<file path="src/hdl/rdz_pkg.sv">
// Shared types and constants for the stick radial deadzone pipeline.
// No dependencies; imported by every module of the block.
package rdz_pkg;

	// Sample and output formats
	localparam int SAMPLE_BITS = 12;
	localparam int FULL_SCALE  = 32767;
	localparam int OUT_W       = 16;
	localparam int RAD_W       = 12;

	// Configuration port
	localparam int CFG_IDX_W  = 2;
	localparam int CFG_DATA_W = RAD_W;
	localparam int RAD_SQ_W   = 2 * RAD_W;
	localparam int OUTER_RESET = 4095;
	localparam logic [RAD_SQ_W-1:0] OUTER_SQ_RESET = RAD_SQ_W'(OUTER_RESET * OUTER_RESET);

	// Centring and magnitude widths
	localparam int HALF  = 1 << (SAMPLE_BITS - 1);
	localparam int CEN_W = SAMPLE_BITS + 1;
	localparam int MAG_W = SAMPLE_BITS;
	localparam int SQ_W  = 2 * MAG_W;
	// cx^2 + cy^2 never exceeds 2^(2*SAMPLE_BITS-1), so it fits SQ_W bits
	localparam int M2_W  = SQ_W;

	// Projection arithmetic: quotient of FS^2*mag^2 / m2 is at most FS^2
	localparam int FS_W   = $clog2(FULL_SCALE + 1);
	localparam int FS2_W  = 2 * FS_W;
	localparam logic [FS2_W-1:0] FS_SQ = FS2_W'(FULL_SCALE * FULL_SCALE);
	localparam int Q_W    = FS2_W;
	localparam int NUM_W  = FS2_W + SQ_W;
	localparam int ROOT_W = FS_W;
	localparam int SR_W   = ROOT_W + 1;

	// Output buffer
	localparam int OBUF_DEPTH = 2;
	localparam int PTR_W      = $clog2(OBUF_DEPTH);
	localparam int CNT_W      = $clog2(OBUF_DEPTH + 1);

	typedef enum logic [CFG_IDX_W-1:0] {
		REG_INNER = CFG_IDX_W'(0),
		REG_OUTER = CFG_IDX_W'(1)
	} cfg_reg_t;

	// Sideband that travels with each sample through the root and divide
	typedef struct packed {
		logic             proj;
		logic             neg_x;
		logic             neg_y;
		logic [OUT_W-1:0] pass_x;
		logic [OUT_W-1:0] pass_y;
	} side_t;

endpackage

</file>
<file path="src/hdl/rdz_obuf.sv">
// Two-entry output buffer that decouples the pipeline from the output handshake.
// Produces the pipeline advance. Depends on rdz_pkg.
module rdz_obuf import rdz_pkg::*; (
	input  logic                    clk,
	input  logic                    arst_n,
	input  logic                    v_last,
	input  logic signed [OUT_W-1:0] dx,
	input  logic signed [OUT_W-1:0] dy,
	output logic                    adv,
	output logic                    out_valid,
	input  logic                    out_ready,
	output logic signed [OUT_W-1:0] out_x,
	output logic signed [OUT_W-1:0] out_y
);

	logic [CNT_W-1:0] count_q;
	logic [PTR_W-1:0] wr_q, rd_q;
	logic [OUT_W-1:0] ex_q [OBUF_DEPTH];
	logic [OUT_W-1:0] ey_q [OBUF_DEPTH];
	logic             full, push, pop;

	// Stall the pipeline only when a result would leave into a full buffer
	assign full      = (count_q == CNT_W'(OBUF_DEPTH));
	assign adv       = !(full && v_last);
	assign push      = adv && v_last;
	assign out_valid = (count_q != '0);
	assign pop       = out_valid && out_ready;
	assign out_x     = ex_q[rd_q];
	assign out_y     = ey_q[rd_q];

	// Track occupancy and pointers; depth is a power of two so pointers wrap
	always_ff @(posedge clk or negedge arst_n) begin
		if (!arst_n) begin
			count_q <= '0;
			wr_q    <= '0;
			rd_q    <= '0;
		end else begin
			if (push) begin
				wr_q <= wr_q + 1'b1;
			end
			if (pop) begin
				rd_q <= rd_q + 1'b1;
			end
			unique case ({push, pop})
				2'b10:   count_q <= count_q + 1'b1;
				2'b01:   count_q <= count_q - 1'b1;
				default: count_q <= count_q;
			endcase
		end
	end

	// Store the beat leaving the pipeline
	always_ff @(posedge clk) begin
		if (push) begin
			ex_q[wr_q] <= dx;
			ey_q[wr_q] <= dy;
		end
	end

	a_no_overwrite: assert property (@(posedge clk) disable iff (!arst_n)
		push |-> !full)
		else $error("result pushed into a full output buffer");

	a_full_holds: assert property (@(posedge clk) disable iff (!arst_n)
		(full && !pop) |=> full)
		else $error("full output buffer lost a beat without a pop");

	a_pop_count: assert property (@(posedge clk) disable iff (!arst_n)
		(pop && !push) |=> (count_q == $past(count_q) - 1'b1))
		else $error("output buffer count wrong after pop");

endmodule

</file>
<file path="config.mk">
export PLATFORM = sky130hd
export DESIGN_NAME = rdz_obuf
export DESIGN_NICKNAME = d
export VERILOG_FILES = /design/src/hdl/rdz_pkg.sv /design/src/hdl/rdz_obuf.sv
export SDC_FILE = /design/constraint.sdc
export NUM_CORES = 1
export LEC_CHECK = 0
export ABC_AREA = 1
export ABC_CLOCK_PERIOD_IN_PS = 2600
export BUFFER_PORTS_ARGS = -buffer_cell sky130_fd_sc_hd__buf_4
export CORE_UTILIZATION = 52
export DETAILED_ROUTE_END_ITERATION = 16
export MAX_ROUTING_LAYER = met4
export PLACE_DENSITY_LB_ADDON = 0.3
export SYNTH_ARGS = -nofsm -noshare
export SYNTH_HDL_FRONTEND = slang
export SYNTH_SLANG_ARGS = --single-unit
</file>
<file path="constraint.sdc">
create_clock -name clk -period 2.6 [get_ports clk]
set_input_delay 0.13 -clock clk [delete_from_list [all_inputs] [get_ports clk]]
set_output_delay 0.13 -clock clk [all_outputs]
set_load 0.05 [all_outputs]
</file>
# Yosys cells after proc, flatten, opt, wreduce, memory -nomap -nowiden
# Memory sizes are Yosys's and may differ from the RTL's.
# Cells that the tools add are included.
dict set report word_totals {
  regBits 4
  ram_bits 64
  input_bits 36
  elab_cells 21
  n_memories 2
}
# name words width read_ports rd_ports_with_merged_regs wr line_no
set mem_list {}
lappend mem_list {ex_q 2 16 1 0 1 rdz_obuf.sv:18} ;# logic [OUT_W-1:0] ex_q [OBUF_DEPTH];
lappend mem_list {ey_q 2 16 1 0 1 rdz_obuf.sv:19} ;# logic [OUT_W-1:0] ey_q [OBUF_DEPTH];
dict set report classes {
  n_addsub 4
  n_eq_ne 3
  muxes 3
  reduce_logical 6
}
# op count
set op_table {}
lappend op_table {{$eq 2x2->1 const B} 2}
lappend op_table {{$pmux 2 s2} 1}
lappend op_table {{$reduce_bool 2->1} 2}
lappend op_table {{$logic_and 1x1->1} 3}
lappend op_table {{$add 1x1->1 const B} 2}
lappend op_table {{$add 2x1->2 const B} 1}
lappend op_table {{$eq 2x1->1 const B} 1}
lappend op_table {{$mux 1} 2}
lappend op_table {{$sub 2x1->2 const B} 1}
lappend op_table {{$logic_not 1->1} 1}

# Logic depth before layout (Yosys ltp)
dict set report depth {
  depth_word 6
  ltp_mapped 10
  mapped_depth_nobuf 10
}

# Worst setup path before layout
# No wires, ideal clock.
dict set report synth_path {
  path_kind {register -> register}
  from {register count_q[0]}
  to {memory ex_q[1][0] (enable)}
  setup_time_ps 421
  arrival_time_ps 1928
  t_required_ps 2179
  slack_ps 251
  path_stages_with_launch 5
  n_path_buf 0
  synth_period_minus_slack_ps 2349
  cell_sequence {dfrtp_1 > inv_2 > nand2_1 > nand2_2 > nor2_1}
}
dict set report synth_via {
  elab_chain_len 6
}
# element line_no
set synth_lines {}
lappend synth_lines {{start, declared} rdz_obuf.sv:16} ;# logic [CNT_W-1:0] count_q;
lappend synth_lines {{start signal, assigned} rdz_obuf.sv:45} ;# 2'b10: count_q <= count_q + 1'b1;
lappend synth_lines {{start signal, assigned} rdz_obuf.sv:46} ;# 2'b01: count_q <= count_q - 1'b1;
lappend synth_lines {{start signal, assigned} rdz_obuf.sv:47} ;# default: count_q <= count_q;
lappend synth_lines {{$eq 2x2->1} rdz_obuf.sv:23} ;# assign full = (count_q == CNT_W'(OBUF_DEPTH));
lappend synth_lines {{$logic_and 1x1->1} rdz_obuf.sv:24} ;# assign adv = !(full && v_last);
lappend synth_lines {{$logic_not 1->1} rdz_obuf.sv:24}
lappend synth_lines {{$logic_and 1x1->1} rdz_obuf.sv:25} ;# assign push = adv && v_last;
lappend synth_lines {{$mux 1} rdz_obuf.sv:54} ;# if (push) begin
lappend synth_lines {{$mux 1 (not written as such)} rdz_obuf.sv:55} ;# ex_q[wr_q] <= dx;
lappend synth_lines {{end, declared} rdz_obuf.sv:18}
# Every way passes these cells.

# Final worst setup path
dict set report layout_path {
  from {register rd_q}
  to {output port out_y[5]}
}
dict set report layout_via {
  elab_chain_len 1
}
# element line_no
set layout_lines {}
lappend layout_lines {{start, declared} rdz_obuf.sv:17} ;# logic [PTR_W-1:0] wr_q, rd_q;
lappend layout_lines {{start signal, assigned} rdz_obuf.sv:42} ;# rd_q <= rd_q + 1'b1;
lappend layout_lines {{$mem_v2 2x16} --}
lappend layout_lines {{end, declared} rdz_obuf.sv:13} ;# output logic signed [OUT_W-1:0] out_y
# Every way passes these cells.

==> flow_summary.yaml <==
sta:
  worst_pin_slew_ns: 0.6024
  fin_tns_setup_ns: 0
  final.period_utilization_pct: 70.12
  fmax_mhz: 548.5
  period_minus_slack_ns: 1.823
  relSlewSlack_pct: 59.84
  finalHoldViolations: 0
  fin_skew_ns: 0.009362
  setup_viol: 0
  slew_violations: 0
  rsz0062_at_grt: "no"
synth:
  syn_nets: 236
  synth-seq-area-share_pct: 76.41
  syn_inst: 199
  yosysWarningCount: 0
  syn_area_um2: 2646
  synth_seq_cells: 68
  synth_cell_types: 15
  avgSynthCellArea_um2: 13.30
clock_network:
  htree_levels: 3
  root_buffer: "clkbuf_8"
  clk_latency_ns: 0.33
  cts.sinks: 68
  clk_path_buf_depth: 2
  tritoncts: "built"
  cts_buffers: 9
  postCtsSetupBuffers: 0
  clkTransAtPathRegs_ns: 0.06
run:
  max_cap_violations: 0
final_layout:
  drive_gt1_share_pct: 32.48
  fin_nets: 346
  area_delta_synth_final_pct: 41.32
  utilization_pct: 77.64
  fill_cells: 290
  num_antenna_cells: 0
power:
  ir_worst_vdd_mv: 0.8890
  powerDensity_nw_per_um2: 1275
  leakage_uw: 0.001619
global_route:
  grt_max_degree: 34
  grt.overflow.total: 0
  antenna_found_initial: 0
  grtUsageTotal_pct: 21.48
  grt_pass1_wl_um: 7852
  grt_pass1_vias: 1809
critical_path:
  critPathLaunchType: "flip-flop"
  path_class: "flip-flop to output port"
  cp.arrival_ns: 1.69
  setup.worst_path.start: "rd_q"
  r2r_start: "count_q[0]"
  required_ns: 2.47
  critPathCaptureType: "output port"
  cp_max_fo: 15
hold_path:
  hp-class: "input pin to flip-flop"
  hp-start: "out_ready"
outcome:
  status: "finished, final reports clean"
routing:
  vias: 1756
  vias_per_cell: 4.609
  final_antenna_net_count: 0
  wl_per_cell_um: 13.20
  drc: 0
  drtIter0Drc: 66
  first_pass_iters: 4
  routed_wl_um: 5030
floorplanning:
  num_rows: 25
  die_width_um: 73.34
  io_pins: 70
  dieArea_um2: 5378
  core_area_um2: 4817
  fp.dieH_um: 73.34
  start_util_pct: 54.94
placed_design:
  io_buffer_count: 69
  gp_congestion: 0.8039
  place_hpwl_um: 2931
-- synthesized netlist by cell type --
| cell type | number | share of area, % |
|---|---|---|
| nand2_1 | 94 | 13 |
| edfxtp_1 | 64 | 73 |
| nand2_2 | 14 | 3.3 |
| inv_1 | 6 | 0.85 |
| dfrtp_1 | 4 | 3.8 |
| nand3_1 | 4 | 0.76 |
| buf_6 | 3 | 1.3 |
| clkbuf_8 | 3 | 1.6 |
| buf_12 | 1 | 0.76 |
| ha_1 | 1 | 0.47 |
| inv_2 | 1 | 0.14 |
| inv_8 | 1 | 0.43 |
| nand4_1 | 1 | 0.24 |
| nor2_1 | 1 | 0.14 |
| xnor2_1 | 1 | 0.33 |
-- sequential cells by signal, indices dropped and copies added (netlist names) --
name	count
count_q	2
ex_q	32
ey_q	32
rd_q	1
wr_q	1
-- stage by stage --
step	instance area (um2)	std cells	power, uW	worst slack (ns)	hold WS [ns]
floorplan	2646	199	3284	0.2505	-0.1656
global placement	3203	332	3815	1.011	-0.07039
detailed placement	3203	332	3853	0.9314	-0.06960
CTS	3740	381	4783	0.7458	0.04359
global route	3740	381	4977	0.6710	0.07433
finish	3740	381	4768	0.7770	0.05244
-- critical path, cell delays in order, from the launching register on --
cell and delay [ns]:
dfrtp_1 0.72, buf_4 0.29, nand2_1 0.08, nand2_2 0.07
buf_4 0.19
-- cells in the final DEF (no fill, tap or decap), types with 2 or more instances in the layout --
| cell | n |
|---|---|
| nand2_1 | 94 |
| buf_4 | 72 |
| edfxtp_1 | 64 |
| dlygate4sd3_1 | 33 |
| nand2_2 | 14 |
| clkbuf_8 | 9 |
| inv_1 | 6 |
| nand3_1 | 4 |
| dfrtp_1 | 4 |
| clkinv_1 | 3 |
| bufinv_16 | 2 |
-- timing repair --
item,CTS,global route
hold buffers,33,0
resized for setup,0,0
hold endpoints to repair,68,0
-- report_power, final --
group / leakage [uW] / internal (uW) / total [uW] / switching, uW
Combinational: 0.000876 / 634 / 2260 / 1620
Clock: 0.0000990 / 531 / 899 / 368
Sequential: 0.000643 / 1500 / 1610 / 113
Total: 0.00162 / 2660 / 4770 / 2110
-- cell families after synthesis --
logic type,count (synthesis),share of synthesized area (%)
xor+xnor,1,0.3310
fa+ha+maj,1,0.4727
buf+inv,15,5.012
flops,68,76.41
simple gates,114,17.78
-- area by class of cell --
cell class,instances,area [um2],area share (%)
Sequential cell,68,2022,54.06
Clock inverter,6,78.83,2.108
Inverter,8,37.54,1.004
Timing Repair Buffer,106,890.9,23.82
Clock buffer,10,127.6,3.412
Tap cell,67,83.83,2.242
Multi-Input combinational cell,116,499.2,13.35
-- per-layer routing --
metal / global-route usage [%] / vias up / wire length, um
met5: - / - / 0
met4: 11.11 / 0 / 108
met3: 6.996 / 11 / 301
met2: 36.42 / 62 / 2605
met1: 22.32 / 803 / 2014
li1: - / 880 / -
-- worst paths after layout --
| check | depth (start not counted) | slack (ns) | end |
|---|---|---|---|
| min in group asynchronous | 2 | 0.13 | wr_q |
| min | 3 | 0.05 | rd_q |
| max | 4 | 0.78 | out_y[5] |
| max in group asynchronous | 2 | 2.36 | rd_q |
| min reg2reg | 2 | 0.48 | wr_q |
| max reg2reg | 5 | 0.94 | ex_q[1][11] |
No activity file was read; power rests on OpenSTA's default activity.
