**src/hdl/rdz_pkg.sv**
```systemverilog
// Shared types and constants for the stick radial deadzone pipeline.
// No dependencies; imported by every module of the block.
package rdz_pkg;

	// Sample and output formats
	localparam int SAMPLE_BITS = 12;
	localparam int FULL_SCALE  = 32767;
	localparam int OUT_W       = 16;
	localparam int RAD_W       = 12;

	// Configuration port
	localparam int CFG_IDX_W  = 2;
	localparam int CFG_DATA_W = RAD_W;
	localparam int RAD_SQ_W   = 2 * RAD_W;
	localparam int OUTER_RESET = 4095;
	localparam logic [RAD_SQ_W-1:0] OUTER_SQ_RESET = RAD_SQ_W'(OUTER_RESET * OUTER_RESET);

	// Centring and magnitude widths
	localparam int HALF  = 1 << (SAMPLE_BITS - 1);
	localparam int CEN_W = SAMPLE_BITS + 1;
	localparam int MAG_W = SAMPLE_BITS;
	localparam int SQ_W  = 2 * MAG_W;
	// cx^2 + cy^2 never exceeds 2^(2*SAMPLE_BITS-1), so it fits SQ_W bits
	localparam int M2_W  = SQ_W;

	// Projection arithmetic: quotient of FS^2*mag^2 / m2 is at most FS^2
	localparam int FS_W   = $clog2(FULL_SCALE + 1);
	localparam int FS2_W  = 2 * FS_W;
	localparam logic [FS2_W-1:0] FS_SQ = FS2_W'(FULL_SCALE * FULL_SCALE);
	localparam int Q_W    = FS2_W;
	localparam int NUM_W  = FS2_W + SQ_W;
	localparam int ROOT_W = FS_W;
	localparam int SR_W   = ROOT_W + 1;

	// Output buffer
	localparam int OBUF_DEPTH = 2;
	localparam int PTR_W      = $clog2(OBUF_DEPTH);
	localparam int CNT_W      = $clog2(OBUF_DEPTH + 1);

	typedef enum logic [CFG_IDX_W-1:0] {
		REG_INNER = CFG_IDX_W'(0),
		REG_OUTER = CFG_IDX_W'(1)
	} cfg_reg_t;

	// Sideband that travels with each sample through the root and divide
	typedef struct packed {
		logic             proj;
		logic             neg_x;
		logic             neg_y;
		logic [OUT_W-1:0] pass_x;
		logic [OUT_W-1:0] pass_y;
	} side_t;

endpackage

```
**src/hdl/rdz_sqrt.sv**
```systemverilog
// Digit-by-digit square root pipeline, one root bit per stage, both axes.
// Applies the axis sign and selects projected or pass value. Depends on rdz_pkg.
module rdz_sqrt import rdz_pkg::*; (
	input  logic                    clk,
	input  logic                    arst_n,
	input  logic                    adv,
	input  logic                    v_in,
	input  logic [Q_W-1:0]          qx_in,
	input  logic [Q_W-1:0]          qy_in,
	input  side_t                   side_in,
	output logic                    v_out,
	output logic signed [OUT_W-1:0] res_x,
	output logic signed [OUT_W-1:0] res_y
);

	logic              v_s    [ROOT_W];
	logic [SR_W-1:0]   rx_s   [ROOT_W];
	logic [SR_W-1:0]   ry_s   [ROOT_W];
	logic [ROOT_W-1:0] rtx_s  [ROOT_W];
	logic [ROOT_W-1:0] rty_s  [ROOT_W];
	logic [Q_W-1:0]    wx_s   [ROOT_W];
	logic [Q_W-1:0]    wy_s   [ROOT_W];
	side_t             side_s [ROOT_W];

	for (genvar k = 0; k < ROOT_W; k++) begin : g_stage
		logic              vi;
		logic [SR_W-1:0]   rxi, ryi;
		logic [ROOT_W-1:0] rtxi, rtyi;
		logic [Q_W-1:0]    wxi, wyi;
		side_t             si;
		logic [SR_W+1:0]   tx, ty, trx, try_c, nx, ny;
		logic              gx, gy;

		if (k == 0) begin : g_first
			assign vi   = v_in;
			assign rxi  = '0;
			assign ryi  = '0;
			assign rtxi = '0;
			assign rtyi = '0;
			assign wxi  = qx_in;
			assign wyi  = qy_in;
			assign si   = side_in;
		end else begin : g_next
			assign vi   = v_s[k-1];
			assign rxi  = rx_s[k-1];
			assign ryi  = ry_s[k-1];
			assign rtxi = rtx_s[k-1];
			assign rtyi = rty_s[k-1];
			assign wxi  = wx_s[k-1];
			assign wyi  = wy_s[k-1];
			assign si   = side_s[k-1];
		end

		// Bring down two radicand bits, try the root with a one appended
		assign tx    = {rxi, wxi[Q_W-1:Q_W-2]};
		assign ty    = {ryi, wyi[Q_W-1:Q_W-2]};
		assign trx   = {1'b0, rtxi, 2'b01};
		assign try_c = {1'b0, rtyi, 2'b01};
		assign gx    = (tx >= trx);
		assign gy    = (ty >= try_c);
		assign nx    = gx ? tx - trx : tx;
		assign ny    = gy ? ty - try_c : ty;

		always_ff @(posedge clk or negedge arst_n) begin
			if (!arst_n) begin
				v_s[k] <= 1'b0;
			end else if (adv) begin
				v_s[k] <= vi;
			end
		end

		always_ff @(posedge clk) begin
			if (adv) begin
				rx_s[k]   <= nx[SR_W-1:0];
				ry_s[k]   <= ny[SR_W-1:0];
				rtx_s[k]  <= {rtxi[ROOT_W-2:0], gx};
				rty_s[k]  <= {rtyi[ROOT_W-2:0], gy};
				wx_s[k]   <= {wxi[Q_W-3:0], 2'b00};
				wy_s[k]   <= {wyi[Q_W-3:0], 2'b00};
				side_s[k] <= si;
			end
		end
	end

	// Apply sign to the root, or take the pass value
	logic [OUT_W-1:0] magx, magy;
	side_t            sl;

	assign sl    = side_s[ROOT_W-1];
	assign magx  = OUT_W'(rtx_s[ROOT_W-1]);
	assign magy  = OUT_W'(rty_s[ROOT_W-1]);
	assign v_out = v_s[ROOT_W-1];
	assign res_x = !sl.proj ? sl.pass_x : (sl.neg_x ? -magx : magx);
	assign res_y = !sl.proj ? sl.pass_y : (sl.neg_y ? -magy : magy);

endmodule

```
**config.mk**
```make
export PLATFORM = sky130hd
export DESIGN_NAME = rdz_sqrt
export DESIGN_NICKNAME = d
export VERILOG_FILES = /design/src/hdl/rdz_pkg.sv /design/src/hdl/rdz_sqrt.sv
export SDC_FILE = /design/constraint.sdc
export NUM_CORES = 2
export LEC_CHECK = 0
export ABC_AREA = 1
export BUFFER_PORTS_ARGS = -buffer_cell sky130_fd_sc_hd__buf_2
export CORE_AREA = 3 3 290 434
export CTS_CLUSTER_DIAMETER = 150
export DETAILED_ROUTE_END_ITERATION = 10
export DIE_AREA = 0 0 293 437
export PLACE_DENSITY = 0.79
export SLEW_MARGIN = 20
export SYNTH_ARGS = -nofsm -noshare
export SYNTH_HDL_FRONTEND = slang
export SYNTH_SLANG_ARGS = --single-unit
```
**constraint.sdc**
```tcl
create_clock -name clk -period 3.1 [get_ports clk]
set_input_delay 0.31 -clock clk [delete_from_list [all_inputs] [get_ports clk]]
set_output_delay 0.31 -clock clk [all_outputs]
set_load 0.01 [all_outputs]
```
* After elaboration in Yosys (flattened, before gate mapping) *
Memory sizes are Yosys's and may differ from the RTL's.
Index checks and enable logic that the tools add are counted.

storage, ports and cells
  register bits after elaboration = 15
  RAM bits = 2295
  input port bits = 99
  output and inout bits = 33
  memories = 7

cells by class
  $add $sub $neg = 32
  $lt $le $gt $ge = 30
  muxes and demuxes = 36

memories
  name             words  bits a word  read ports  clocked after Yosys merged registers in  write ports  line            text
  side_s           15     35           15          0                                        15           rdz_sqrt.sv:23  side_t side_s [ROOT_W];
  wx_s             15     28           14          0                                        15           rdz_sqrt.sv:21  logic [Q_W-1:0] wx_s [ROOT_W];
  wy_s             15     28           14          0                                        15           rdz_sqrt.sv:22  logic [Q_W-1:0] wy_s [ROOT_W];
  rx_s             15     16           14          0                                        15           rdz_sqrt.sv:17  logic [SR_W-1:0] rx_s [ROOT_W];
  ry_s             15     16           14          0                                        15           rdz_sqrt.sv:18  logic [SR_W-1:0] ry_s [ROOT_W];
  rtx_s            15     15           15          0                                        15           rdz_sqrt.sv:19  logic [ROOT_W-1:0] rtx_s [ROOT_W];
  1 more memories  --     --           --          --                                       --           --

operators by type and width
  kind                                                               count
  two-way mux 16 bit                                                 34
  greater-or-equal comparator 18 x 17 -> 1 bit                       28
  subtractor 16 bit                                                  28
  negation 15 -> 16 bit                                              2
  subtractor 2 x 1 -> 3 bit, second input constant                   2
  greater-or-equal comparator 2 x 1 -> 1 bit, second input constant  2
  two-way mux 1 bit                                                  2

* Logic depth before layout (Yosys ltp) *
An unclocked memory read counts as a cell.

  word-level depth = 4
  mapped depth = 13
  gate-level depth less buffers = 13

* Worst setup path before layout *
Ideal clock, no wire load.

  path type = register to register
  start = mem ry_s[0][83] (netlist bit)
  end = mem ry_s[0][100] (netlist bit) (data pin)
  arrival = 1628 ps
  setup slack = 1215 ps
  cell stages (with the launch flop) = 9
  path buffers = 1
  period minus slack after synthesis = 1885 ps
  cells stage by stage = edfxtp_1 -> ha_1 -> a21oi_1 -> nand3_1 -> nand2_2 -> nand2_1 -> nor2_4 -> buf_6 -> o21ai_2

RTL lines
  element          line
  start, declared  rdz_sqrt.sv:18

==> impl_summary.log <==
[metrics] total setup violations reported at the end of the flow: 0
[metrics] combined area of all synthesized cells: roughly 73000 um2
[metrics] gr ovfl total: 0
[metrics] DRC: 0
[metrics] Reg power frac: 50.8%
[metrics] die span in x: 293 um
[metrics] highest net fanout along the worst path: 18
[metrics] final std cells w/o fill: 8781
[metrics] number of clock sinks: between 1500 and 2000
[metrics] kind of critical path: flop to output port
[metrics] max-slew violation count: 0
[metrics] net switching power figure: 14.21 mW
[metrics] fraction of registers with async set/reset: 0.9282%
[metrics] placed wire-length estimate after detailed placement: 112.8 mm
[metrics] CTS root buf: sky130_fd_sc_hd__clkbuf_16
[metrics] Worst Max-Slew Pin Slew: 0.7797 ns
[metrics] layout cell share with drive strength beyond 1: ~8%
[metrics] unique cell type count in the Yosys netlist: 54
[metrics] initial core utilization: between 50 and 60%
[metrics] peak supply drop: 0.6067 mV
[metrics] RD Place Congestion: 0.9540
[metrics] DRC violation total after the first TritonRoute iteration: 2974
[metrics] number of global-route vias before repair: 47633
[metrics] wire length of the first global-routing pass: 249.0 mm
[metrics] largest area contributor in the synthesized netlist: sky130_fd_sc_hd__edfxtp_1
[metrics] stage delay of the slowest cell on the critical path: roughly 0.7 ns
[metrics] part of the Yosys area used for sequential elements: 66.23%
[metrics] slowest cell on the critical path: sky130_fd_sc_hd__edfxtp_1
[metrics] ordered list of cells on the worst path: o21ai_0 > nand3_1 > nand2_1 > nand3_1 > nand2_1 > buf_2
[metrics] final layout net count: 7441
[metrics] average vias per placed instance: 5.337
[metrics] Leak Pwr: 35.45 nW
[metrics] die extent in y: 437 um
[metrics] switching part of the total power: 26.35%
[metrics] internal cell power: 39.72 mW
[metrics] power density relative to cell area: 657.0 nW/um2
[metrics] Clk pin slew, worst setup/hold paths: 0.08 ns
[metrics] leading cell types by total area after synthesis: sky130_fd_sc_hd__edfxtp_1, sky130_fd_sc_hd__nand2_1, sky130_fd_sc_hd__inv_1
[metrics] Post-synth EDFFs: between 1500 and 2000
[metrics] TritonCTS clock tree: yes
[metrics] maximum number of pins on one net before global-route repair: roughly 120
[metrics] Seq cells post-synth: about 1600
[metrics] row count: ~160
[metrics] setup repair after global routing missed its margin: no
[metrics] Routed WL: 159.8 mm
[metrics] number of cells after detailed placement: 8409
[metrics] detailed-route wire length per cell: 18.20 um
[metrics] crit-path leading delay family: flip-flops
[metrics] first-pass iteration count of the detailed router: 10
[metrics] boundary pin count: around 130
[metrics] Gate Count Post-Synth: 6693
[metrics] run status: finished clean
[metrics] clock share of power: 35.3%
[metrics] vias after detailed routing: between 40000 and 50000
[metrics] antenna violations before repair: 1
[metrics] total number of yosys warnings: 0
[metrics] max-cap check violation count: 0
[metrics] CP arrival: 2.56 ns
[metrics] Die Area: around 130000 um2
[metrics] worst clock skew: 0.04345 ns
[metrics] Buf/Inv on CP: 1
[metrics] endpoint required time on the critical path: about 2.8 ns
[metrics] Port Buffers: 131
[metrics] predominant post-synthesis flop cell: sky130_fd_sc_hd__edfxtp_1
[metrics] most instantiated library cell after synthesis: sky130_fd_sc_hd__nand2_1
[metrics] highest clock rate: 348.2 MHz
[metrics] Final WS setup: 0.2277 ns
[metrics] kind of start point of the critical path: flop
[metrics] number of buffers added by the clock tree synthesis step: 148
[metrics] critical path capture point type: output port
[metrics] Placement Setup Slack: around 0.65 ns
[metrics] Overall Power: 53.93 mW
[metrics] Synth top area share: 65.72%
[metrics] share of the clock period used by the worst path after layout: between 90% and 100%
[metrics] number of failing hold endpoints at the final stage: 0
[metrics] top cells by count, synth: sky130_fd_sc_hd__nand2_1, sky130_fd_sc_hd__edfxtp_1, sky130_fd_sc_hd__inv_1
[metrics] Slew Limit Headroom: 47.97%
[metrics] number of nets still failing antenna checks after routing: 0
[metrics] synthesized area divided by synthesized cell count: around 11 um2
[metrics] buffer levels on the longest clock path: 3
[metrics] total core area: 122400 um2
[metrics] final critical-path required period: 2.872 ns
[metrics] GRT Total Usage: 25.15%
[metrics] area growth from synthesis to final layout: 12.22%
[metrics] part of the power in combinational logic: 13.9%
[metrics] clk_lat worst skew: 0.82 ns
[metrics] H-tree levels: 4
[metrics] class of the tightest hold or removal check: primary input to flop
[metrics] sum of negative setup slack: 0 ns
[metrics by stage]
stage	instance area (um2)	util (%)	hold slack [ns]
2_1_floorplan	73160	-	0.01441
3_3_place_gp	75990	62.09	0.2142
3_5_place_dp	75990	62.09	0.2213
4_1_cts	82090	67.07	0.1386
5_1_grt	82090	67.08	0.1725
6_report	82090	67.08	0.2135
[power groups by stage]
stage               registers (mW)  clock network, mW  logic, mW
CTS                           27.4               19.4       7.45
global route                  27.6               20.2       8.45
floorplan                     27.3                  0       5.11
detailed placement            27.9                  0       7.25
global placement              27.8                  0       7.11
finish                        27.4               19.0       7.49
[layout by cell type, fill, tap and decap left out, drive strengths merged, types with 4 or more instances in the layout]
cell type / synthesis / final
nand3b: 33 / 33
inv: 1093 / 1101
edfxtp: 1601 / 1601
clkbuf: 13 / 173
a21oi: 243 / 243
o21ai: 186 / 186
clkinvlp: 0 / 4
nor2: 443 / 443
and2: 14 / 14
a21boi: 7 / 7
nand2: 1933 / 1933
o21a: 6 / 6
buf: 43 / 181
and3: 7 / 7
xor2: 101 / 101
or2: 19 / 19
dlygate4sd3: 0 / 101
clkinv: 0 / 63
nor4: 4 / 4
o21bai: 6 / 6
bufinv: 0 / 22
dfrtp: 15 / 15
nand3: 429 / 429
a21o: 4 / 4
a31oi: 6 / 6
nor3: 68 / 68
nand4: 82 / 82
xnor2: 57 / 57
ha: 272 / 272
[path summary, 6_finish.rpt]
kind / start / end / slack (ns) / depth (start not counted)
max: side_s[14][32]$_DFFE_PP_ / res_y[12] / 0.23 / 6
min: side_in[7] / side_s[0][7]$_DFFE_PP_ / 0.21 / 2
max reg2reg: rx_s[1][5]$_DFFE_PP_ / rx_s[1][28]$_DFFE_PP_ / 0.64 / 11
min reg2reg: side_s[0][8]$_DFFE_PP_ / side_s[1][8]$_DFFE_PP_ / 0.39 / 0
max in group asynchronous: arst_n / g_stage[3].vi$_DFFE_PN0P_ / 2.08 / 3
min in group asynchronous: arst_n / g_stage[11].vi$_DFFE_PN0P_ / 0.61 / 3
[layout make-up]
| class | instances | area [um2] |
|---|---|---|
| clock buffer | 173 | 3840 |
| sequential | 1616 | 48450 |
| multi-input combinational | 3929 | 20190 |
| clock inverter | 97 | 1244 |
| tap | 1590 | 1989 |
| antenna | 1 | 2.502 |
| inverter | 1093 | 4105 |
| timing repair buffer | 282 | 2270 |
| fill | 8879 | 40290 |
[worst register-to-register path, cell delays in order, from the launching register on]
cell                       delay [ns]
sky130_fd_sc_hd__edfxtp_1        0.44
sky130_fd_sc_hd__ha_1            0.39
sky130_fd_sc_hd__nand2_1         0.17
sky130_fd_sc_hd__inv_1           0.09
sky130_fd_sc_hd__a21oi_1         0.53
sky130_fd_sc_hd__inv_1           0.09
sky130_fd_sc_hd__nand2_1         0.13
sky130_fd_sc_hd__nand3_1         0.10
sky130_fd_sc_hd__nand2_1         0.10
sky130_fd_sc_hd__nand2_1         0.07
sky130_fd_sc_hd__nand2_1         0.07
sky130_fd_sc_hd__inv_1           0.07
[metal layers]
layer  wire, um  GRT usage [%]
met3       6329          3.593
met4      10260          14.70
met2      89490          49.07
met5         11              0
met1      53760          24.88
[state kept, by name (all words and copies together), names as in the netlist]
name / cells
side_s: 525
v_out: 1
wx_s: 210
rtx_s: 120
rty_s: 120
g_stage.vi: 14
rx_s: 208
ry_s: 208
wy_s: 210
[cells by family after synthesis]
kind of cell    synth area share [%]
xor+xnor                       1.892
mux                          0.01539
buf+inv                        6.178
simple gates                   17.59
flops                          66.23
other cells                 0.005126
compound gates                 3.440
fa+ha+maj                      4.652
[repair_timing]
item / in CTS / in global routing
hold buffers: 101 / 0
setup endpoints to repair: 0 / 2
endpoints found under the hold margin: 155 / 0
buffers inserted: 0 / 0
gates resized for setup: 0 / 1
Power figures use the tool's default switching activity.
