===== config.mk =====
export PLATFORM = sky130hd
export DESIGN_NAME = rdz_front
export DESIGN_NICKNAME = d
export VERILOG_FILES = /design/src/hdl/rdz_pkg.sv /design/src/hdl/rdz_front.sv
export SDC_FILE = /design/constraint.sdc
export NUM_CORES = 2
export LEC_CHECK = 0
export ABC_AREA = 1
export BUFFER_PORTS_ARGS = -buffer_cell sky130_fd_sc_hd__buf_2
export CORE_ASPECT_RATIO = 0.75
export CORE_MARGIN = 1
export CORE_UTILIZATION = 60
export DETAILED_ROUTE_END_ITERATION = 10
export PLACE_DENSITY_LB_ADDON = 0.1
export SYNTH_ARGS = -nofsm -noshare
export SYNTH_HDL_FRONTEND = slang
export SYNTH_SLANG_ARGS = --single-unit

===== constraint.sdc =====
create_clock -name clk -period 7.83 [get_ports clk]
set_input_delay 1.566 -clock clk [delete_from_list [all_inputs] [get_ports clk]]
set_output_delay 1.566 -clock clk [all_outputs]
set_load 0.005 [all_outputs]

===== src/hdl/rdz_pkg.sv =====
// Shared types and constants for the stick radial deadzone pipeline.
// No dependencies; imported by every module of the block.
package rdz_pkg;

	// Sample and output formats
	localparam int SAMPLE_BITS = 12;
	localparam int FULL_SCALE  = 32767;
	localparam int OUT_W       = 16;
	localparam int RAD_W       = 12;

	// Configuration port
	localparam int CFG_IDX_W  = 2;
	localparam int CFG_DATA_W = RAD_W;
	localparam int RAD_SQ_W   = 2 * RAD_W;
	localparam int OUTER_RESET = 4095;
	localparam logic [RAD_SQ_W-1:0] OUTER_SQ_RESET = RAD_SQ_W'(OUTER_RESET * OUTER_RESET);

	// Centring and magnitude widths
	localparam int HALF  = 1 << (SAMPLE_BITS - 1);
	localparam int CEN_W = SAMPLE_BITS + 1;
	localparam int MAG_W = SAMPLE_BITS;
	localparam int SQ_W  = 2 * MAG_W;
	// cx^2 + cy^2 never exceeds 2^(2*SAMPLE_BITS-1), so it fits SQ_W bits
	localparam int M2_W  = SQ_W;

	// Projection arithmetic: quotient of FS^2*mag^2 / m2 is at most FS^2
	localparam int FS_W   = $clog2(FULL_SCALE + 1);
	localparam int FS2_W  = 2 * FS_W;
	localparam logic [FS2_W-1:0] FS_SQ = FS2_W'(FULL_SCALE * FULL_SCALE);
	localparam int Q_W    = FS2_W;
	localparam int NUM_W  = FS2_W + SQ_W;
	localparam int ROOT_W = FS_W;
	localparam int SR_W   = ROOT_W + 1;

	// Output buffer
	localparam int OBUF_DEPTH = 2;
	localparam int PTR_W      = $clog2(OBUF_DEPTH);
	localparam int CNT_W      = $clog2(OBUF_DEPTH + 1);

	typedef enum logic [CFG_IDX_W-1:0] {
		REG_INNER = CFG_IDX_W'(0),
		REG_OUTER = CFG_IDX_W'(1)
	} cfg_reg_t;

	// Sideband that travels with each sample through the root and divide
	typedef struct packed {
		logic             proj;
		logic             neg_x;
		logic             neg_y;
		logic [OUT_W-1:0] pass_x;
		logic [OUT_W-1:0] pass_y;
	} side_t;

endpackage


===== src/hdl/rdz_front.sv =====
// Front end: centring, squares, radius compares and projection numerators.
// Holds the two radius registers. Depends on rdz_pkg.
module rdz_front import rdz_pkg::*; (
	input  logic                  clk,
	input  logic                  arst_n,
	input  logic                  adv,
	input  logic                  in_valid,
	input  logic [SAMPLE_BITS-1:0] raw_x,
	input  logic [SAMPLE_BITS-1:0] raw_y,
	input  logic                  cfg_we,
	input  logic [CFG_IDX_W-1:0]  cfg_idx,
	input  logic [CFG_DATA_W-1:0] cfg_wdata,
	output logic                  v_s3,
	output logic [M2_W-1:0]       m2_s3,
	output logic [NUM_W-1:0]      num_x_s3,
	output logic [NUM_W-1:0]      num_y_s3,
	output side_t                 side_s3
);

	logic [RAD_SQ_W-1:0] inner_sq_q;
	logic [RAD_SQ_W-1:0] outer_sq_q;

	// Keep squared radii so the datapath compares squares directly
	always_ff @(posedge clk or negedge arst_n) begin
		if (!arst_n) begin
			inner_sq_q <= '0;
			outer_sq_q <= OUTER_SQ_RESET;
		end else if (cfg_we) begin
			unique case (cfg_reg_t'(cfg_idx))
				REG_INNER: inner_sq_q <= RAD_SQ_W'(cfg_wdata * cfg_wdata);
				REG_OUTER: outer_sq_q <= RAD_SQ_W'(cfg_wdata * cfg_wdata);
				default: ;
			endcase
		end
	end

	// Stage 1: centre, flip y, take magnitudes
	logic signed [CEN_W-1:0] cx_c, cy_c;
	logic [MAG_W-1:0]        magx_c, magy_c;

	assign cx_c   = $signed({1'b0, raw_x}) - $signed(CEN_W'(HALF));
	assign cy_c   = $signed(CEN_W'(HALF)) - $signed({1'b0, raw_y});
	assign magx_c = cx_c[CEN_W-1] ? MAG_W'(-cx_c) : MAG_W'(cx_c);
	assign magy_c = cy_c[CEN_W-1] ? MAG_W'(-cy_c) : MAG_W'(cy_c);

	logic                    v_s1, v_s2;
	logic signed [CEN_W-1:0] cx_s1, cy_s1, cx_s2, cy_s2;
	logic [MAG_W-1:0]        magx_s1, magy_s1;
	logic [SQ_W-1:0]         sqx_s2, sqy_s2;

	// Advance valid bits with the pipeline
	always_ff @(posedge clk or negedge arst_n) begin
		if (!arst_n) begin
			v_s1 <= 1'b0;
			v_s2 <= 1'b0;
			v_s3 <= 1'b0;
		end else if (adv) begin
			v_s1 <= in_valid;
			v_s2 <= v_s1;
			v_s3 <= v_s2;
		end
	end

	// Stage 3 combinational: sum of squares, compares, projection numerators
	logic [M2_W:0]      sum_c;
	logic [M2_W-1:0]    m2_c;
	logic               below_c, above_c;
	logic [NUM_W-1:0]   numx_c, numy_c;

	assign sum_c   = {1'b0, sqx_s2} + {1'b0, sqy_s2};
	assign m2_c    = sum_c[M2_W-1:0];
	assign below_c = ({{(RAD_SQ_W > M2_W ? RAD_SQ_W - M2_W : 0){1'b0}}, m2_c} < inner_sq_q);
	assign above_c = ({{(RAD_SQ_W > M2_W ? RAD_SQ_W - M2_W : 0){1'b0}}, m2_c} > outer_sq_q);
	assign numx_c  = FS_SQ * sqx_s2;
	assign numy_c  = FS_SQ * sqy_s2;

	// Payload stages
	always_ff @(posedge clk) begin
		if (adv) begin
			cx_s1   <= cx_c;
			cy_s1   <= cy_c;
			magx_s1 <= magx_c;
			magy_s1 <= magy_c;

			cx_s2   <= cx_s1;
			cy_s2   <= cy_s1;
			sqx_s2  <= SQ_W'(magx_s1 * magx_s1);
			sqy_s2  <= SQ_W'(magy_s1 * magy_s1);

			m2_s3          <= m2_c;
			num_x_s3       <= numx_c;
			num_y_s3       <= numy_c;
			// inner test wins over the outer one
			side_s3.proj   <= !below_c && above_c;
			side_s3.neg_x  <= cx_s2[CEN_W-1];
			side_s3.neg_y  <= cy_s2[CEN_W-1];
			side_s3.pass_x <= below_c ? '0 : OUT_W'(cx_s2);
			side_s3.pass_y <= below_c ? '0 : OUT_W'(cy_s2);
		end
	end

endmodule


Word level (Yosys, flattened, before mapping)
Cells that the tools add are included.
{"block": "classes", "multipliers": 5, "mux": 2, "eq_ne": 1, "n_addsub": 5, "n_reduce_logical": 5, "n_lt_le_gt_ge": 2}
{"operator": "$mul A30 B24 Y54 const A", "count": 2}
{"operator": "$mul A12 B12 Y24", "count": 3}
{"operator": "$add A24 B24 Y24", "count": 1}
{"operator": "$gt A24 B24 Y1", "count": 1}
{"operator": "$lt A24 B24 Y1", "count": 1}
{"operator": "$mux W12", "count": 2}
{"operator": "$neg A12 Y12", "count": 2}
{"operator": "$sub A12 B12 Y13 const A", "count": 1}
{"operator": "$sub A12 B12 Y13 const B", "count": 1}
{"operator": "$reduce_and A2 Y1", "count": 2}
{"operator": "$eq A2 B1 Y1 const B", "count": 1}
{"operator": "$logic_not A2 Y1", "count": 1}
{"operator": "$logic_and A1 B1 Y1", "count": 1}
{"operator": "$logic_not A1 Y1", "count": 1}
{"block": "totals", "out_inout_bits": 168, "in_bits": 43, "wordCells": 41, "regBits": 336}

Depth between registers and ports, before layout
{"block": "depth", "depth_word": 4, "ltp_mapped": 26, "depth_no_buf": 26}

Worst setup path after synthesis
No wires, ideal clock.
{"block": "synth_timing", "kind": "input to register", "startpoint": "input port cfg_wdata[11]", "endpoint": "register inner_sq_q[18]", "setup_slack_ns": 1.891, "required_time_ns": 7.712, "setup_time_ns": 0.118, "stages": 20, "n_path_buf": 1, "t_arrival_ns": 5.821, "path_cell_list": "clkbuf_1 -> nand2_1 -> inv_1 -> fa_1 -> inv_1 -> fa_1 -> inv_1 -> fa_1 -> inv_1 -> fa_1 -> inv_1 -> fa_1 -> ha_1 -> a21o_1 -> a21boi_0 -> nand3_1 -> nand2_1 -> nand3b_1 -> nand3_1 -> nand2_1"}
{"block": "synth_via", "elab_chain_len": 1}
{"element": "from (decl)", "line_no": "rdz_front.sv:12", "text": "input logic [CFG_DATA_W-1:0] cfg_wdata,"}
{"element": "$mul A12 B12 Y24", "line_no": "rdz_front.sv:30", "text": "REG_INNER: inner_sq_q <= RAD_SQ_W'(cfg_wdata * cfg_wdata);"}
{"element": "to (signal assigned)", "line_no": "rdz_front.sv:30"}
{"element": "to (decl)", "line_no": "rdz_front.sv:20", "text": "logic [RAD_SQ_W-1:0] inner_sq_q;"}
No other way between the ends.
A chain may end at the register's enable or synchronous reset.

Final worst setup path
{"block": "layout_timing", "startpoint": "register sqy_s2[9]", "endpoint": "register num_y_s3[41], data pin"}
{"block": "layout_via", "elab_chain_len": 1}
{"element": "from (decl)", "line_no": "rdz_front.sv:49", "text": "logic [SQ_W-1:0] sqx_s2, sqy_s2;"}
{"element": "from (signal assigned)", "line_no": "rdz_front.sv:88", "text": "sqy_s2 <= SQ_W'(magy_s1 * magy_s1);"}
{"element": "$mul A30 B24 Y54", "line_no": "rdz_front.sv:75", "text": "assign numy_c = FS_SQ * sqy_s2;"}
{"element": "net numy_c[41]", "line_no": "rdz_front.sv:68", "text": "logic [NUM_W-1:0] numx_c, numy_c;"}
{"element": "to (signal assigned)", "line_no": "rdz_front.sv:92", "text": "num_y_s3 <= numy_c;"}
{"element": "to (decl)", "line_no": "rdz_front.sv:16", "text": "output logic [NUM_W-1:0] num_y_s3,"}
The timed path passes the listed nets, and every way through them passes these cells.

==> metrics <==
Worst Path Max Fanout 6; Slew @ Worst Pin about 1.2 ns; reg2reg start sqy_s2[9]; Max stage delay on crit path around 0.73 ns; Most used DFF post-synth edfxtp_1; Min-Delay Path Class reg2reg; GPL Wtd Cong about 0.96; Max-Cap Viols 0; Seq/Total Area, Yosys between 20% and 30%; H-tree levels 2; TritonCTS clock tree done; Final Skew about 0.024 ns; die area 68010 sq um; row cnt between 80 and 90; CTS max path bufs 3; EDFF count, synth between 200 and 300; Final Max Tran Viols 0; All-Layer GR Usage about 28%; reg-to-reg endpoint num_y_s3[41]; Crit Path Class reg2reg; clk sink count 323; core area approximately 66000 sq um; WP buf/inv 7; final HPWL from detailed placement 78380 um; Filler cells between 5000 and 6000; status finished, final reports clean; CTS root buf clkbuf_16; library cells used by synthesis 45; startpoint types flop; worst path required time 8.16 ns; WL per Instance approximately 17 um; layout cell share with drive strength beyond 1 under 10%; initial DRC count 1921; critical path depth 23; CTS Hold Bufs 0; Ports around 210; final setup violation count 0; synth warn 0; Crit. End Element flop; Setup Fix Bufs, Post-CTS 0; Initial Util 61.18%; Pre-antenna DRT Iters 5; R2R cell count 23; crit path cell chain fa_1 > inv_1 > fa_1 > inv_1 > ha_1 > xnor2_1 > inv_1 > fa_1 > inv_1 > fa_1 > fa_1 > inv_1 > fa_1 > inv_1 > ha_1 > nand2_1 > nor2_1 > inv_1 > nor3_1 > a21boi_0 > nor2_1 > nand2_1 > nand2_1; Reg2Reg Setup Slack 1.22 ns; flop and latch count out of synthesis about 320; die span in y 226.1 um; crit share post-route 84.45%; Hold Fails Final Rpt 0; Mapped Area between 40000 and 50000 sq um; asr flop ratio synth around 15%; Critical path origin sqy_s2[9]; hold path cells 0; Post-Synthesis Cells ~4400; initial antenna violation count 0; setup_tns 0 ns; Post-Synth XOR/XNOR Area under 10%; first-pass GRT wire length 149400 um; top cells by area, synth fa_1 (25%), edfxtp_1 (20%), ha_1 (19%), inv_1 (9.8%), nand2_1 (7.3%); post-synthesis mux area share less than 1%; clk slew on worst S/H paths roughly 0.060 ns; post-layout min period ~6.6 ns; mean post-synth cell area ~9 sq um; cts bufs inserted 37; Worst Hold Launch cy_s1[11]; RSZ-0062 raised after global routing false; # port buffers between 200 and 250; top-area cell type share of the netlist area between 20% and 30%; largest family of logic cells by synthesized area adder cells; n_diodes 0; Die X-Extent around 300 um; Hold EP cy_s2[11]; vias after detailed routing 28680; largest net degree at the start of global routing 155; FMAX 0.1512 GHz; vias in the first global route between 20000 and 30000; CP max-delay cell fa_1; Adder-Cell Fraction of Synth Area a little over two fifths; Final ANT Viol Nets 0; synthesis-to-finish area growth 7.951%; largest area contributor in the netlist fa_1; Final Net Count roughly 5700; critical path's top delay family adder cells; most used cell, CP inv_1; Critical Path AT roughly 7 ns; slew margin rel. 22.12%; DRC 0; post-cts sizing count 0; grt total ovfl 0; simple-gate share of the synthesized area approximately 13%; worst skew pair latency 0.59 ns; DR vias/cell between 5 and 6; final wirelength 93150 um; post-synthesis compound-gate area fraction 5.783%
## worst reg2reg max path, cell delays in order (launching register included)
cell,delay [ns]
edfxtp_1,0.55
fa_1,0.73
inv_1,0.12
fa_1,0.54
inv_1,0.12
ha_1,0.34
xnor2_1,0.32
inv_1,0.10
fa_1,0.49
inv_1,0.05
fa_1,0.45
fa_1,0.49
inv_1,0.05
fa_1,0.47
inv_1,0.04
ha_1,0.36
nand2_1,0.12
nor2_1,0.14
inv_1,0.07
nor3_1,0.24
a21boi_0,0.38
nor2_1,0.08
nand2_1,0.07
nand2_1,0.05
## through the flow
stage               instance area [sq um]  cells  utilization (%)  worst slack, ns  hold slack [ns]
CTS                                 43370   5480            66.04            1.247           0.4225
floorplan                           40180   4383                -            1.891           0.4003
global route                        43370   5480            66.04           0.7700           0.4256
global placement                    42160   5414            64.20            1.365           0.4006
finish                              43370   5480            66.04            1.217           0.4198
detailed placement                  42160   5414            64.20            1.265           0.4059
## area by class of cell
type                    instances  area, sq um  area share, %
well taps                     871         1090          2.513
multi-input cells            2949        26500          61.10
clock inverters                20        217.7         0.5020
repair buffers                222         1169          2.694
inverters                    1049         3938          9.079
flip-flops and latches        323         9469          21.83
clock buffers                  46        991.0          2.285
## sequential cells by signal, indices dropped and copies added (netlist names), 13 cells and up
| register | count |
|---|---|
| m2_s3 | 24 |
| outer_sq_q | 23 |
| sqx_s2 | 22 |
| cy_s1 | 13 |
| side_s3 | 28 |
| num_y_s3 | 53 |
| num_x_s3 | 53 |
| cy_s2 | 13 |
| sqy_s2 | 22 |
| inner_sq_q | 23 |
## how the worst max path moves through the flow
stage / slack (ns) / endpoint
global route: 0.77 / num_y_s3[41]
global placement: 1.36 / num_y_s3[41]
finish: 1.22 / num_y_s3[41]
detailed placement: 1.26 / num_y_s3[41]
floorplan: 1.89 / inner_sq_q[18]
CTS: 1.25 / num_y_s3[41]
## placed cells by master, fill, tap and decap left out, drive strengths merged, types with 11 or more instances in the layout
| cell | Yosys | layout |
|---|---|---|
| inv | 1049 | 1052 |
| nand2 | 788 | 788 |
| ha | 599 | 599 |
| fa | 504 | 504 |
| edfxtp | 274 | 274 |
| nor2 | 254 | 254 |
| buf | 12 | 222 |
| a21oi | 196 | 196 |
| o21ai | 138 | 138 |
| nand3 | 135 | 135 |
| xor2 | 108 | 108 |
| xnor2 | 52 | 52 |
| clkbuf | 50 | 46 |
| dfrtp | 37 | 37 |
| nor3 | 36 | 36 |
| a21o | 25 | 25 |
| nand4 | 22 | 22 |
| o21a | 18 | 18 |
| nand3b | 14 | 14 |
| clkinv | 0 | 13 |
| dfstp | 12 | 12 |
| o21bai | 11 | 11 |
## cells in the mapped netlist, types with 14 or more instances
master and count:
a21oi_1 195, nand3_1 134, nand2_1 784, clkbuf_1 50, nor2_1 248, nand3b_1 14
ha_1 599, xor2_1 108, fa_1 504, nor3_1 34, nand4_1 22, inv_1 1049
a21o_1 25, xnor2_1 52, edfxtp_1 274, o21a_1 18, o21ai_0 125, dfrtp_1 37
## cell families (layout without fill, tap and decap cells)
logic type	after synthesis	after routing
simple gates	1266	1266
buf+inv	1111	1337
fa+ha+maj	1103	1103
compound gates	416	416
flops	323	323
xor+xnor	160	160
mux	2	2
other cells	1	2
## layer usage
layer | up-vias | track usage, % | share of wire (%)
met5 | - | 0 | 0
met4 | 0 | 6.484 | 2.2
met3 | 102 | 5.099 | 6.3
met2 | 701 | 42.00 | 43
met1 | 13790 | 42.39 | 49
li1 | 14090 | - | -
Power is left out: the tool's default activity adds up to more than one toggle a clock period on the data nets, which glitch-free logic cannot reach.
